<file path="config.mk">
export PLATFORM = sky130hd
export DESIGN_NAME = gcd_cordic_cell
export DESIGN_NICKNAME = d
export VERILOG_FILES = /design/src/hdl/gcd_pkg.sv /design/src/hdl/gcd_cordic_cell.sv
export SDC_FILE = /design/constraint.sdc
export NUM_CORES = 1
export LEC_CHECK = 0
export ABC_AREA = 1
export BUFFER_PORTS_ARGS = -buffer_cell sky130_fd_sc_hd__buf_2
export CORE_UTILIZATION = 59
export DETAILED_ROUTE_END_ITERATION = 10
export GPL_TIMING_DRIVEN = 0
export PLACE_DENSITY = 0.83
export RECOVER_POWER = 50
export SYNTH_ARGS = -nofsm -noshare
export SYNTH_HDL_FRONTEND = slang
export SYNTH_SLANG_ARGS = --single-unit
</file>
<file path="constraint.sdc">
create_clock -name clk -period 1 [get_ports clk]
set_input_delay 0.05 -clock clk [delete_from_list [all_inputs] [get_ports clk]]
set_output_delay 0.05 -clock clk [all_outputs]
set_load 0.02 [all_outputs]
</file>
<file path="src/hdl/gcd_pkg.sv">
// Package for the great-circle distance block: fixed-point types, constants,
// the CORDIC arctangent table and the shared Q30 helpers.
// No dependencies.
package gcd_pkg;

    // Working width of the CORDIC datapath (x, y and z).
    localparam int CW = 34;

    typedef logic signed [CW-1:0] cval_t;
    typedef logic [30:0]          q30_t;

    // One CORDIC lane: vector components and residual angle.
    typedef struct packed {
        cval_t x;
        cval_t y;
        cval_t z;
    } cordic_lane_t;

    // One square-root lane: remaining radicand and partial root.
    typedef struct packed {
        logic [63:0] n;
        logic [63:0] res;
    } sqrt_lane_t;

    typedef enum logic {
        CORDIC_ROTATE,
        CORDIC_VECTOR
    } cordic_mode_t;

    localparam logic [31:0]        DEG2RAD      = 32'd4024455254;
    localparam cval_t              CORDIC_GAIN  = 34'sd652032874;
    localparam q30_t               Q30_ONE      = 31'd1073741824;
    localparam logic [23:0]        TWO_R_M      = 24'd12742000;
    localparam logic [24:0]        MAX_DIST     = 25'd20015087;
    localparam logic signed [30:0] LAT_LIMIT    = 31'sd900000000;
    localparam logic signed [30:0] NEG_LAT_LIMIT = -31'sd900000000;
    localparam logic [31:0]        HALF_TURN    = 32'd1800000000;
    localparam logic [31:0]        FULL_TURN    = 32'd3600000000;

    // atan(2^-i) in Q30, truncated toward zero.
    function automatic cval_t atan_q30(input int i);
        cval_t r;
        case (i)
            0:  r = 34'sd843314856;
            1:  r = 34'sd497837829;
            2:  r = 34'sd263043836;
            3:  r = 34'sd133525158;
            4:  r = 34'sd67021686;
            5:  r = 34'sd33543515;
            6:  r = 34'sd16775850;
            7:  r = 34'sd8388437;
            8:  r = 34'sd4194282;
            9:  r = 34'sd2097149;
            10: r = 34'sd1048575;
            11: r = 34'sd524287;
            12: r = 34'sd262143;
            13: r = 34'sd131071;
            14: r = 34'sd65535;
            15: r = 34'sd32767;
            16: r = 34'sd16383;
            17: r = 34'sd8191;
            18: r = 34'sd4095;
            19: r = 34'sd2047;
            20: r = 34'sd1023;
            21: r = 34'sd511;
            22: r = 34'sd255;
            23: r = 34'sd127;
            24: r = 34'sd63;
            25: r = 34'sd31;
            26: r = 34'sd15;
            27: r = 34'sd7;
            28: r = 34'sd3;
            29: r = 34'sd1;
            default: r = '0;
        endcase
        return r;
    endfunction

    // Clamp a CORDIC output to the range 0..1 in Q30.
    function automatic q30_t clamp_q30(input cval_t v);
        q30_t r;
        if (v < 0)
            r = '0;
        else if (v > cval_t'(Q30_ONE))
            r = Q30_ONE;
        else
            r = v[30:0];
        return r;
    endfunction

    // Product of two Q30 values, rounded to nearest with ties up.
    function automatic q30_t mul_q30(input q30_t a, input q30_t b);
        logic [62:0] p;
        p = 63'(a) * 63'(b) + 63'(64'd1 << 29);
        return p[60:30];
    endfunction

endpackage

</file>
<file path="src/hdl/gcd_cordic_cell.sv">
// One CORDIC micro-rotation stage for a set of parallel lanes.
// Depends on gcd_pkg.
module gcd_cordic_cell #(
    parameter gcd_pkg::cordic_mode_t MODE = gcd_pkg::CORDIC_ROTATE,
    parameter int STEP  = 0,
    parameter int LANES = 1
) (
    input  logic                                  clk,
    input  logic                                  rst_n,
    input  logic                                  en,
    input  logic                                  valid_in,
    input  gcd_pkg::cordic_lane_t [LANES-1:0]     lane_in,
    output logic                                  valid_out,
    output gcd_pkg::cordic_lane_t [LANES-1:0]     lane_out
);
    import gcd_pkg::*;

    localparam cval_t ATAN = atan_q30(STEP);

    cordic_lane_t [LANES-1:0] lane_next;
    cordic_lane_t [LANES-1:0] lane_reg;
    logic                     valid_reg;

    // Rotation steers z toward zero; vectoring steers y toward zero.
    always_comb
    begin
        for (int l = 0; l < LANES; l++)
        begin
            logic  dsel;
            cval_t dx;
            cval_t dy;
            dx = lane_in[l].y >>> STEP;
            dy = lane_in[l].x >>> STEP;
            if (MODE == CORDIC_ROTATE)
                dsel = (lane_in[l].z >= 0);
            else
                dsel = (lane_in[l].y < 0);
            lane_next[l].x = dsel ? lane_in[l].x - dx : lane_in[l].x + dx;
            lane_next[l].y = dsel ? lane_in[l].y + dy : lane_in[l].y - dy;
            lane_next[l].z = dsel ? lane_in[l].z - ATAN : lane_in[l].z + ATAN;
        end
    end

    // Payload stage.
    always_ff @(posedge clk)
    begin
        if (en)
            lane_reg <= lane_next;
    end

    // Valid flag.
    always_ff @(posedge clk or negedge rst_n)
    begin
        if (!rst_n)
            valid_reg <= 1'b0;
        else if (en)
            valid_reg <= valid_in;
    end

    assign lane_out  = lane_reg;
    assign valid_out = valid_reg;

endmodule

</file>
==> metrics.md, run 1 <==
| Metric | Value |
|---|---|
| Initial core utilization | `60.2%` |
| Gpl congestion | `approximately 1` |
| Number of buffers added on ports | `208` |
| H-tree Lvls | `3` |
| Chip height | `146 um` |
| Failed at | `global routing (5_1_grt)` |
| Longest Clk Path Bufs | `2` |
| Cells after Synth | `roughly 1900` |
| Pre-CTS WS | `-2770 ps` |
| Pin count of the biggest net entering global routing | `54` |
| Sequential-to-total area share from yosys stat | `25.1%` |
| Tool error | `[ERROR GRT-0232] Routing congestion too high. Check the congestion heatmap in the GUI.` |
| HPWL Detailed | `37.2 mm` |
| Status | `did not finish` |
| GRT Total Usage | `89.7%` |
| Io pins | `209` |
| Die Wd | `146 um` |
| Seq cells post-synth | `102` |
| Yosys warns | `0` |
| Clock Sinks | `102` |
| Row count | `52` |
| Syn Nets | `2097` |
| GRT Residual Overflow | `347` |
| Yosys cell types | `39` |
| Clk root buf | `clkbuf_16` |
| Num CTS Buffers | `9` |
| Syn Std Cell Area | `0.0122 mm^2` |
| Avg Cell Area, Syn | `around 6.6 um^2` |
-- what timing repair did --
action | 4_1_cts
resized for setup | 394
hold endpoints to repair | 5
hold buffers | 6
gates cloned | 11
pin swaps | 86
setup buffers | 64
endpoints found under the setup margin | 111
-- synth_stat cells (all sizes together) --
cell / count / area (um^2)
edfxtp: 101 / 3030
buf: 44 / 295
dfrtp: 1 / 25.0
and3: 1 / 6.26
nand2: 506 / 1900
clkbuf: 2 / 7.51
o211ai: 7 / 52.6
a21o: 17 / 128
nor2: 187 / 712
o21bai: 10 / 75.1
fa: 4 / 80.1
nand3: 161 / 821
ha: 129 / 1610
inv: 245 / 920
a31oi: 7 / 43.8
and2: 1 / 6.26
xnor2: 7 / 61.3
o21a: 3 / 22.5
nand3b: 3 / 22.5
o21ai: 132 / 668
a21boi: 3 / 22.5
clkinv: 1 / 5.00
or2: 5 / 31.3
nand4: 26 / 163
a21oi: 163 / 816
nor4: 9 / 56.3
mux2: 1 / 11.3
xor2: 48 / 420
nor3: 34 / 170
-- cell families after synthesis --
logic type | count (synthesis) | share of synthesized area (%)
AO/OA/AOI/OAI | 342 | 15.0
XOR/XNOR | 55 | 3.95
adder cells (fa/ha/maj) | 133 | 13.9
buffers and inverters | 292 | 10.1
flip-flops | 102 | 25.1
multiplexers | 1 | 0.0924
AND/OR/NAND/NOR | 933 | 31.9
-- per-layer routing --
| layer | overflow | global-route usage [%] |
|---|---|---|
| met5 | 3 | 46.8 |
| met1 | 25 | 89.4 |
| met3 | 17 | 80.6 |
| met2 | 186 | 101 |
| met4 | 116 | 91.7 |
-- stage by stage --
step                instance area, um^2  instances  utilization [%]  setup TNS, ps
CTS                               17600       2433             87.2         -87010
global placement                  14900       2336             73.5        -273440
floorplan                         13500       1858                -         -78250
detailed placement                14900       2337             73.7        -176580
==> run 2: changes to the inputs <==
--- a/config.mk
+++ b/config.mk
@@ -7,10 +7,10 @@
 export LEC_CHECK = 0
 export ABC_AREA = 1
 export BUFFER_PORTS_ARGS = -buffer_cell sky130_fd_sc_hd__buf_2
-export CORE_UTILIZATION = 59
+export CORE_UTILIZATION = 40
 export DETAILED_ROUTE_END_ITERATION = 10
 export GPL_TIMING_DRIVEN = 0
-export PLACE_DENSITY = 0.83
+export PLACE_DENSITY_LB_ADDON = 0.15
 export RECOVER_POWER = 50
 export SYNTH_ARGS = -nofsm -noshare
 export SYNTH_HDL_FRONTEND = slang
==> run 2 against run 1 <==
- the flow now finishes, with violations (setup timing)
- synthesized cell count unchanged
- synthesized area unchanged
==> metrics.md, run 2 <==
| Metric | Value |
|---|---|
| Status | `finished, violations left` |
| Failing checks | `setup timing` |
| CP Capture Type | `register` |
| Vias in the first global route | `13800` |
| Comb pwr share | `between 50% and 60%` |
| CP arrival | `3040 ps` |
| CTS tree | `built` |
| Cell area after placement | `approximately 0.015 mm^2` |
| MaxCap Viol Count | `0` |
| Setup TNS Final | `-119290 ps` |
| TritonRoute pass-1 iters | `5` |
| Io pins | `209` |
| F_max | `0.344 GHz` |
| Int Power | `approximately 0.012 W` |
| Area Overhead vs Synth | `57.2%` |
| Net Switching | `about 0.0097 W` |
| CP Class | `in -> reg` |
| Critical Path Max Stage Delay | `390 ps` |
| HPWL Detailed | `around 40 mm` |
| CP required | `around 1100 ps` |
| Main synth FF type | `edfxtp_1` |
| Worst-path clk slew | `80 ps` |
| Largest family of logic cells by synthesized area | `simple AND/OR/NAND/NOR gates` |
| Pin count of the biggest net entering global routing | `75` |
| RR Startpoint | `valid_out` |
| First-pass GRT wire length | `between 70 and 80 mm` |
| Peak supply drop | `0.000817 V` |
| H-tree Lvls | `3` |
| Syn Nets | `2097` |
| GRT busiest layer | `met2` |
| CP Launch Point | `lane_in[33]` |
| Post-DRT Antenna Nets | `0` |
| Proportion of synthesized area in mux cells | `0.0924%` |
| Cells after Synth | `1858` |
| Drt initial violations | `1132` |
| Wire per inst | `between 20 and 25 um` |
| Setup Viol. Count Final | `176` |
| Pins Over Slew Limit | `0` |
| NumNets Final | `2430` |
| Initial core utilization | `about two fifths` |
| Yosys warns | `0` |
| GR Layer Usage met3 | `under 10%` |
| Clock latency on the worst-skew pair | `360 ps` |
| Area share of the largest cell type after synthesis | `24.9%` |
| GRT Residual Overflow | `0` |
| Post-synth top area cell | `edfxtp_1` |
| Worst slew pin tran | `1010 ps` |
| Worst hold path startpoint | `lane_in[3]` |
| Clock power frac | `17.5%` |
| Most frequent cells in the layout | `369 x nand2_1, 176 x inv_1, 176 x buf_2` |
| Vias | `approximately 15000` |
| Fraction of met1 tracks used by global routing | `40.7%` |
| Pre-CTS WS | `-2950 ps` |
| LEAKAGE | `8.69 nW` |
| Critical Path Source Type | `input port` |
| Gpl congestion | `just under 1` |
| Compound-Gate Fraction of Synth Area | `15.0%` |
| Setup slack, reg-to-reg | `260 ps` |
| Chip height | `177 um` |
| Yosys cell types | `39` |
| Post-Synth XOR/XNOR Area | `3.95%` |
| Commonest non-fill, non-tap cell in the layout | `nand2_1` |
| Net Sw Frac | `45.0%` |
| Largest register FFs | `101` |
| Hold WS | `91.8 ps` |
| Crit path max fanout | `6` |
| Initial antenna violation count | `0` |
| PnR worst setup slack | `-1900 ps` |
| GRT Total Usage | `about a third` |
| Clk root buf | `clkbuf_16` |
| Number of flops mapped to enable cells by yosys | `just over 100` |
| Num CTS Buffers | `9` |
| Final critical-path required period | `2900 ps` |
| Final setup skew | `0 ps` |
| Avg Cell Area, Syn | `6.56 um^2` |
| Clock Sinks | `roughly 100` |
| Syn Std Cell Area | `0.0122 mm^2` |
| Worst hold-check path type | `in -> reg` |
| Top cells by instance count after synthesis | `506 x nand2_1, 243 x inv_1, 183 x nor2_1` |
| Row count | `63` |
| Seq cells post-synth | `102` |
| Final hold violations | `0` |
| RSZ-0062 raised after global routing | `yes` |
| Longest Clk Path Bufs | `2` |
| Drc violations | `0` |
| Asr flop ratio synth | `less than 1%` |
| PwrDens | `between 1000 and 1500 mW/mm^2` |
| N_diodes | `0` |
| Most frequent CP cell | `o21ai_4` |
| Number of buffers added on ports | `roughly 210` |
| Crit path cell chain | `buf_12 -> inv_12 -> ha_4 -> nand2_4 -> nor4_4 -> nand3b_1 -> o21ai_4 -> inv_2 -> buf_12 -> buf_16 -> fa_2 -> o21ai_4 -> a21oi_4 -> o21ai_4 -> nand2_2 -> nand2_4 -> nand2_2 -> nand3_2 -> nand2_1` |
| Seq pwr share | `a little over a quarter` |
| Slowest cell on the critical path | `fa_2` |
| Final worst-path cycle share | `290%` |
| Layout fillers | `2588` |
| Layout cell share with drive strength beyond 1 | `42.9%` |
| Pwr Total | `0.0217 W` |
| Final WL | `54.2 mm` |
| Top-count cell post-synth | `nand2_1` |
| Die area | `0.0312 mm^2` |
| Simple-Gate Fraction of Synth Area | `a little under a third` |
| Top cells by area, synth | `edfxtp_1 25%, nand2_1 16%, ha_1 13%` |
| Relative slew slack | `32.9%` |
| Fin area | `between 0.015 and 0.02 mm^2` |
| Met2 Use GR | `between 50% and 60%` |
| Via/cell ratio | `5.61` |
| Post-synthesis adder-cell area fraction | `13.9%` |
| Sequential-to-total area share from yosys stat | `25.1%` |
| Die Wd | `around 180 um` |
| Core area | `approximately 0.03 mm^2` |
==> run 2: cell counts after synthesis <==
No cell type changed its count.
==> run 2: final timing paths <==
check | end | depth (start not counted)
min in group asynchronous | valid_out | 3
max in group asynchronous | valid_out | 3
setup / recovery | lane_out[25] | 19
hold / removal | lane_out[3] | 2
hold reg to reg | valid_out | 1
setup reg to reg | valid_out | 1
==> run 2: metrics by stage <==
stage          cells  utilization, %
2_1_floorplan   1858               -
3_3_place_gp    2456            50.4
3_5_place_dp    2457            50.6
4_1_cts         2536            58.9
5_1_grt         2586            64.3
6_report        2586            64.3
==> run 2: per-layer routing <==
layer  vias up  share of wire, %
li1       6830                 -
met1      6894                40
met2       630                47
met3       147               6.3
met4         0               5.7
met5         -                 0
==> run 2: power groups by stage <==
stage	clock network [W]	registers [W]	logic, W
2_1_floorplan	0	0.00660	0.00521
3_5_place_dp	0	0.00579	0.00895
5_1_grt	0.00397	0.00578	0.0129
6_report	0.00380	0.00572	0.0122
3_3_place_gp	0	0.00578	0.00889
4_1_cts	0.00384	0.00570	0.0106
==> run 2: timing repair <==
item | 4_1_cts | 5_1_grt
cloned | 11 | 4
endpoints found under the hold margin | 5 | 0
gates resized for setup | 375 | 309
setup endpoints to repair | 105 | 119
hold buffers | 6 | 0
pin swaps | 76 | 85
buffers inserted | 48 | 50
==> run 2: final cells by class <==
class	instances	area (um^2)	share of cell area [%]
multi-input combinational	1464	10900	57.1
clock inverter	7	67.6	0.353
sequential	102	3060	16.0
buffer	46	714	3.73
inverter	246	1050	5.48
timing repair buffer	322	2610	13.6
tap	390	488	2.55
clock buffer	9	225	1.18
==> run 2: cell families (layout without fill, tap and decap cells) <==
logic type,Yosys count,in the layout
DFF,102,102
adders and majority gates,133,133
and+or+nand+nor,933,933
muxes,1,1
AOI/OAI and AO/OA,342,342
buffers and inverters,292,630
xor gates and xnor gates,55,55
==> run 2: critical path: cells and delay by family <==
family	cells	cell delay [ps]
AOI/OAI and AO/OA	4	860
adders and majority gates	2	560
buffers and inverters	5	550
and+or+nand+nor	8	990
(Power assumes the default switching activity.)
==> run 3: changes to the inputs <==
--- a/config.mk
+++ b/config.mk
@@ -7,7 +7,9 @@
 export LEC_CHECK = 0
 export ABC_AREA = 1
 export BUFFER_PORTS_ARGS = -buffer_cell sky130_fd_sc_hd__buf_2
-export CORE_UTILIZATION = 40
+export CELL_PAD_IN_SITES_DETAIL_PLACEMENT = 1
+export CELL_PAD_IN_SITES_GLOBAL_PLACEMENT = 2
+export CORE_UTILIZATION = 32
 export DETAILED_ROUTE_END_ITERATION = 10
 export GPL_TIMING_DRIVEN = 0
 export PLACE_DENSITY_LB_ADDON = 0.15
==> run 3 against run 2 <==
- the flow still finishes with violations (setup timing)
- hold slack got worse by 72 ps
- clock-buffer cell count unchanged
- largest cell class unchanged
- clock skew unchanged
- fmax increased by 5.9%
- critical path depth decreased by 1
- critical endpoint is now lane_out[26]
- non-clock buffer count increased by 82
- register-to-register slack about the same
- core utilization decreased by 8.8 points
- global-route usage decreased by 3.0 points
- total power increased by 8.4%
==> metrics.md, run 3 (synthesis results as in run 2) <==
| Metric | Value |
|---|---|
| GRT Total Usage | `30.3%` |
| GRT Residual Overflow | `0` |
| Final Non-Filler Cells | `about 2800` |
| Crit path max fanout | `6` |
| Peak supply drop | `0.000943 V` |
| F_max | `0.364 GHz` |
| Final critical-path required period | `2740 ps` |
| Final setup skew | `0 ps` |
| Initial core utilization | `32.4%` |
| Commonest non-fill, non-tap cell in the layout | `nand2_1` |
| Longest Clk Path Bufs | `2` |
| Pre-CTS WS | `-3040 ps` |
| HPWL Detailed | `46.0 mm` |
| Dpl cells | `2578` |
| PnR worst setup slack | `-1740 ps` |
| Chip height | `between 150 and 200 um` |
| CP arrival | `2900 ps` |
| PwrDens | `1130 mW/mm^2` |
| Worst hold endpoint | `lane_out[3]` |
| Num CTS Buffers | `9` |
| RR Startpoint | `valid_out` |
| Final hold violations | `0` |
| Layout cell share with drive strength beyond 1 | `50.9%` |
| Worst slew pin tran | `1020 ps` |
| R2r endpoint | `valid_out` |
| Status | `finished, violations left` |
| Area Overhead vs Synth | `71.2%` |
| Wire per inst | `22.9 um` |
| Via/cell ratio | `between 5 and 6` |
| Setup Viol. Count Final | `about 190` |
| Worst hold-check path type | `in -> reg` |
| Clock latency on the worst-skew pair | `about 400 ps` |
| Vias | `14900` |
| MaxCap Viol Count | `0` |
| Clock Sinks | `102` |
| TritonRoute pass-1 iters | `5` |
| Failing checks | `setup timing` |
| CP Class | `in -> reg` |
| Final worst-path cycle share | `274%` |
| Die area | `between 0.03 and 0.04 mm^2` |
| Drc violations | `0` |
| CTS tree | `built` |
| Relative slew slack | `approximately a third` |
| Drt initial violations | `roughly 700` |
| Die Wd | `between 150 and 200 um` |
| Number of buffers added on ports | `about 210` |
| CP required | `1160 ps` |
| Initial antenna violation count | `0` |
| First-pass GRT wire length | `87.8 mm` |
| N_diodes | `0` |
| Most frequent cells in the layout | `329 x nand2_1, 160 x inv_1, 152 x buf_2` |
| Largest register FFs | `slightly above 100` |
| H-tree Lvls | `3` |
| Clk root buf | `clkbuf_16` |
| Worst-path clk slew | `90 ps` |
| RSZ-0062 raised after global routing | `yes` |
| Setup slack, reg-to-reg | `260 ps` |
| Post-DRT Antenna Nets | `0` |
| Hold Crit Depth | `2` |
| R2R cell count | `1` |
| LEAKAGE | `9.26 nW` |
| Pins Over Slew Limit | `0` |
| Row count | `71` |
| Io pins | `209` |
| Final WL | `roughly 64 mm` |
| Pin count of the biggest net entering global routing | `70` |
| NumNets Final | `2512` |
| Worst hold path startpoint | `lane_in[3]` |
| CP Capture Type | `register` |
| Critical Path Source Type | `input port` |
| Vias in the first global route | `15200` |
| Core area | `~0.038 mm^2` |
| Gpl congestion | `0.941` |
## run 3: changes by cell type in the layout (fill, tap and decap cells not counted), moves of 11 or more
cell	change
ha_1	-11
nand2_1	-40
a21oi_1	-33
nand2_2	+36
o21ai_2	+13
nor2_1	-17
a21oi_4	+16
inv_1	-16
a21oi_2	+17
o21ai_0	-13
buf_4	+90
buf_2	-24
nor2_4	+16
buf_12	+11
## run 3: how the worst max path moves through the flow
stage,from,cells after the start,endpoint
finish,lane_in[7],18,lane_out[26]
global route,lane_in[7],16,lane_out[22]
CTS,lane_in[6],17,lane_out[25]
detailed placement,lane_in[33],17,lane_out[27]
global placement,lane_in[33],17,lane_out[27]
floorplan,lane_in[33],18,lane_out[23]
## run 3: layout make-up
| class | count | area, um^2 |
|---|---|---|
| tap | 511 | 639 |
| inverter | 246 | 1100 |
| clock buffer | 9 | 225 |
| buffer | 41 | 721 |
| sequential | 102 | 3060 |
| multi-input combinational | 1464 | 11700 |
| fill | 4481 | 16700 |
| timing repair buffer | 409 | 3380 |
| clock inverter | 7 | 91.3 |
## run 3: routing by layer
metal / wire, um / track usage (%)
met5: 0 / 0
met4: 2510 / 10.6
met3: 2440 / 3.60
met2: 32500 / 54.8
met1: 26500 / 36.7
## run 3: power breakdown
part | internal, W | total [W] | switching [W]
Combinational | 0.00539 | 0.0136 | 0.00823
Clock | 0.00201 | 0.00414 | 0.00213
Sequential | 0.00553 | 0.00572 | 0.000196
## run 3: critical path, stage by stage
cell and delay (ps):
buf_8 90, or2_4 250, nor4_4 340, nand3b_1 170, o21ai_4 250, inv_2 90
buf_12 160, buf_16 150, ha_4 260, a21oi_2 130, nand2_2 90, a21boi_4 230
o21ai_4 100, buf_6 120, nand4_1 150, nand3_1 100, nand2_1 90, nand2_2 70
## run 3: what timing repair did
action / 4_1_cts / 5_1_grt
endpoints found under the setup margin: 141 / 181
buffers inserted: 89 / 99
gates resized for setup: 482 / 445
hold endpoints to repair: 5 / 0
cloned: 6 / 6
hold buffers: 6 / 0
pin swaps: 108 / 150
## run 3: per-stage QoR
| step | instance area [um^2] | setup TNS [ps] | utilization (%) | power (W) | hold slack (ps) |
|---|---|---|---|---|---|
| global route | 20900 | -127870 | 55.5 | 0.0245 | 45.8 |
| finish | 20900 | -116820 | 55.5 | 0.0235 | 20.2 |
| detailed placement | 15200 | -196750 | 40.5 | 0.0150 | -172 |
| global placement | 15200 | -303540 | 40.4 | 0.0148 | -176 |
| floorplan | 13500 | -78250 | - | 0.0118 | -246 |
| CTS | 18300 | -84700 | 48.8 | 0.0211 | 19.7 |
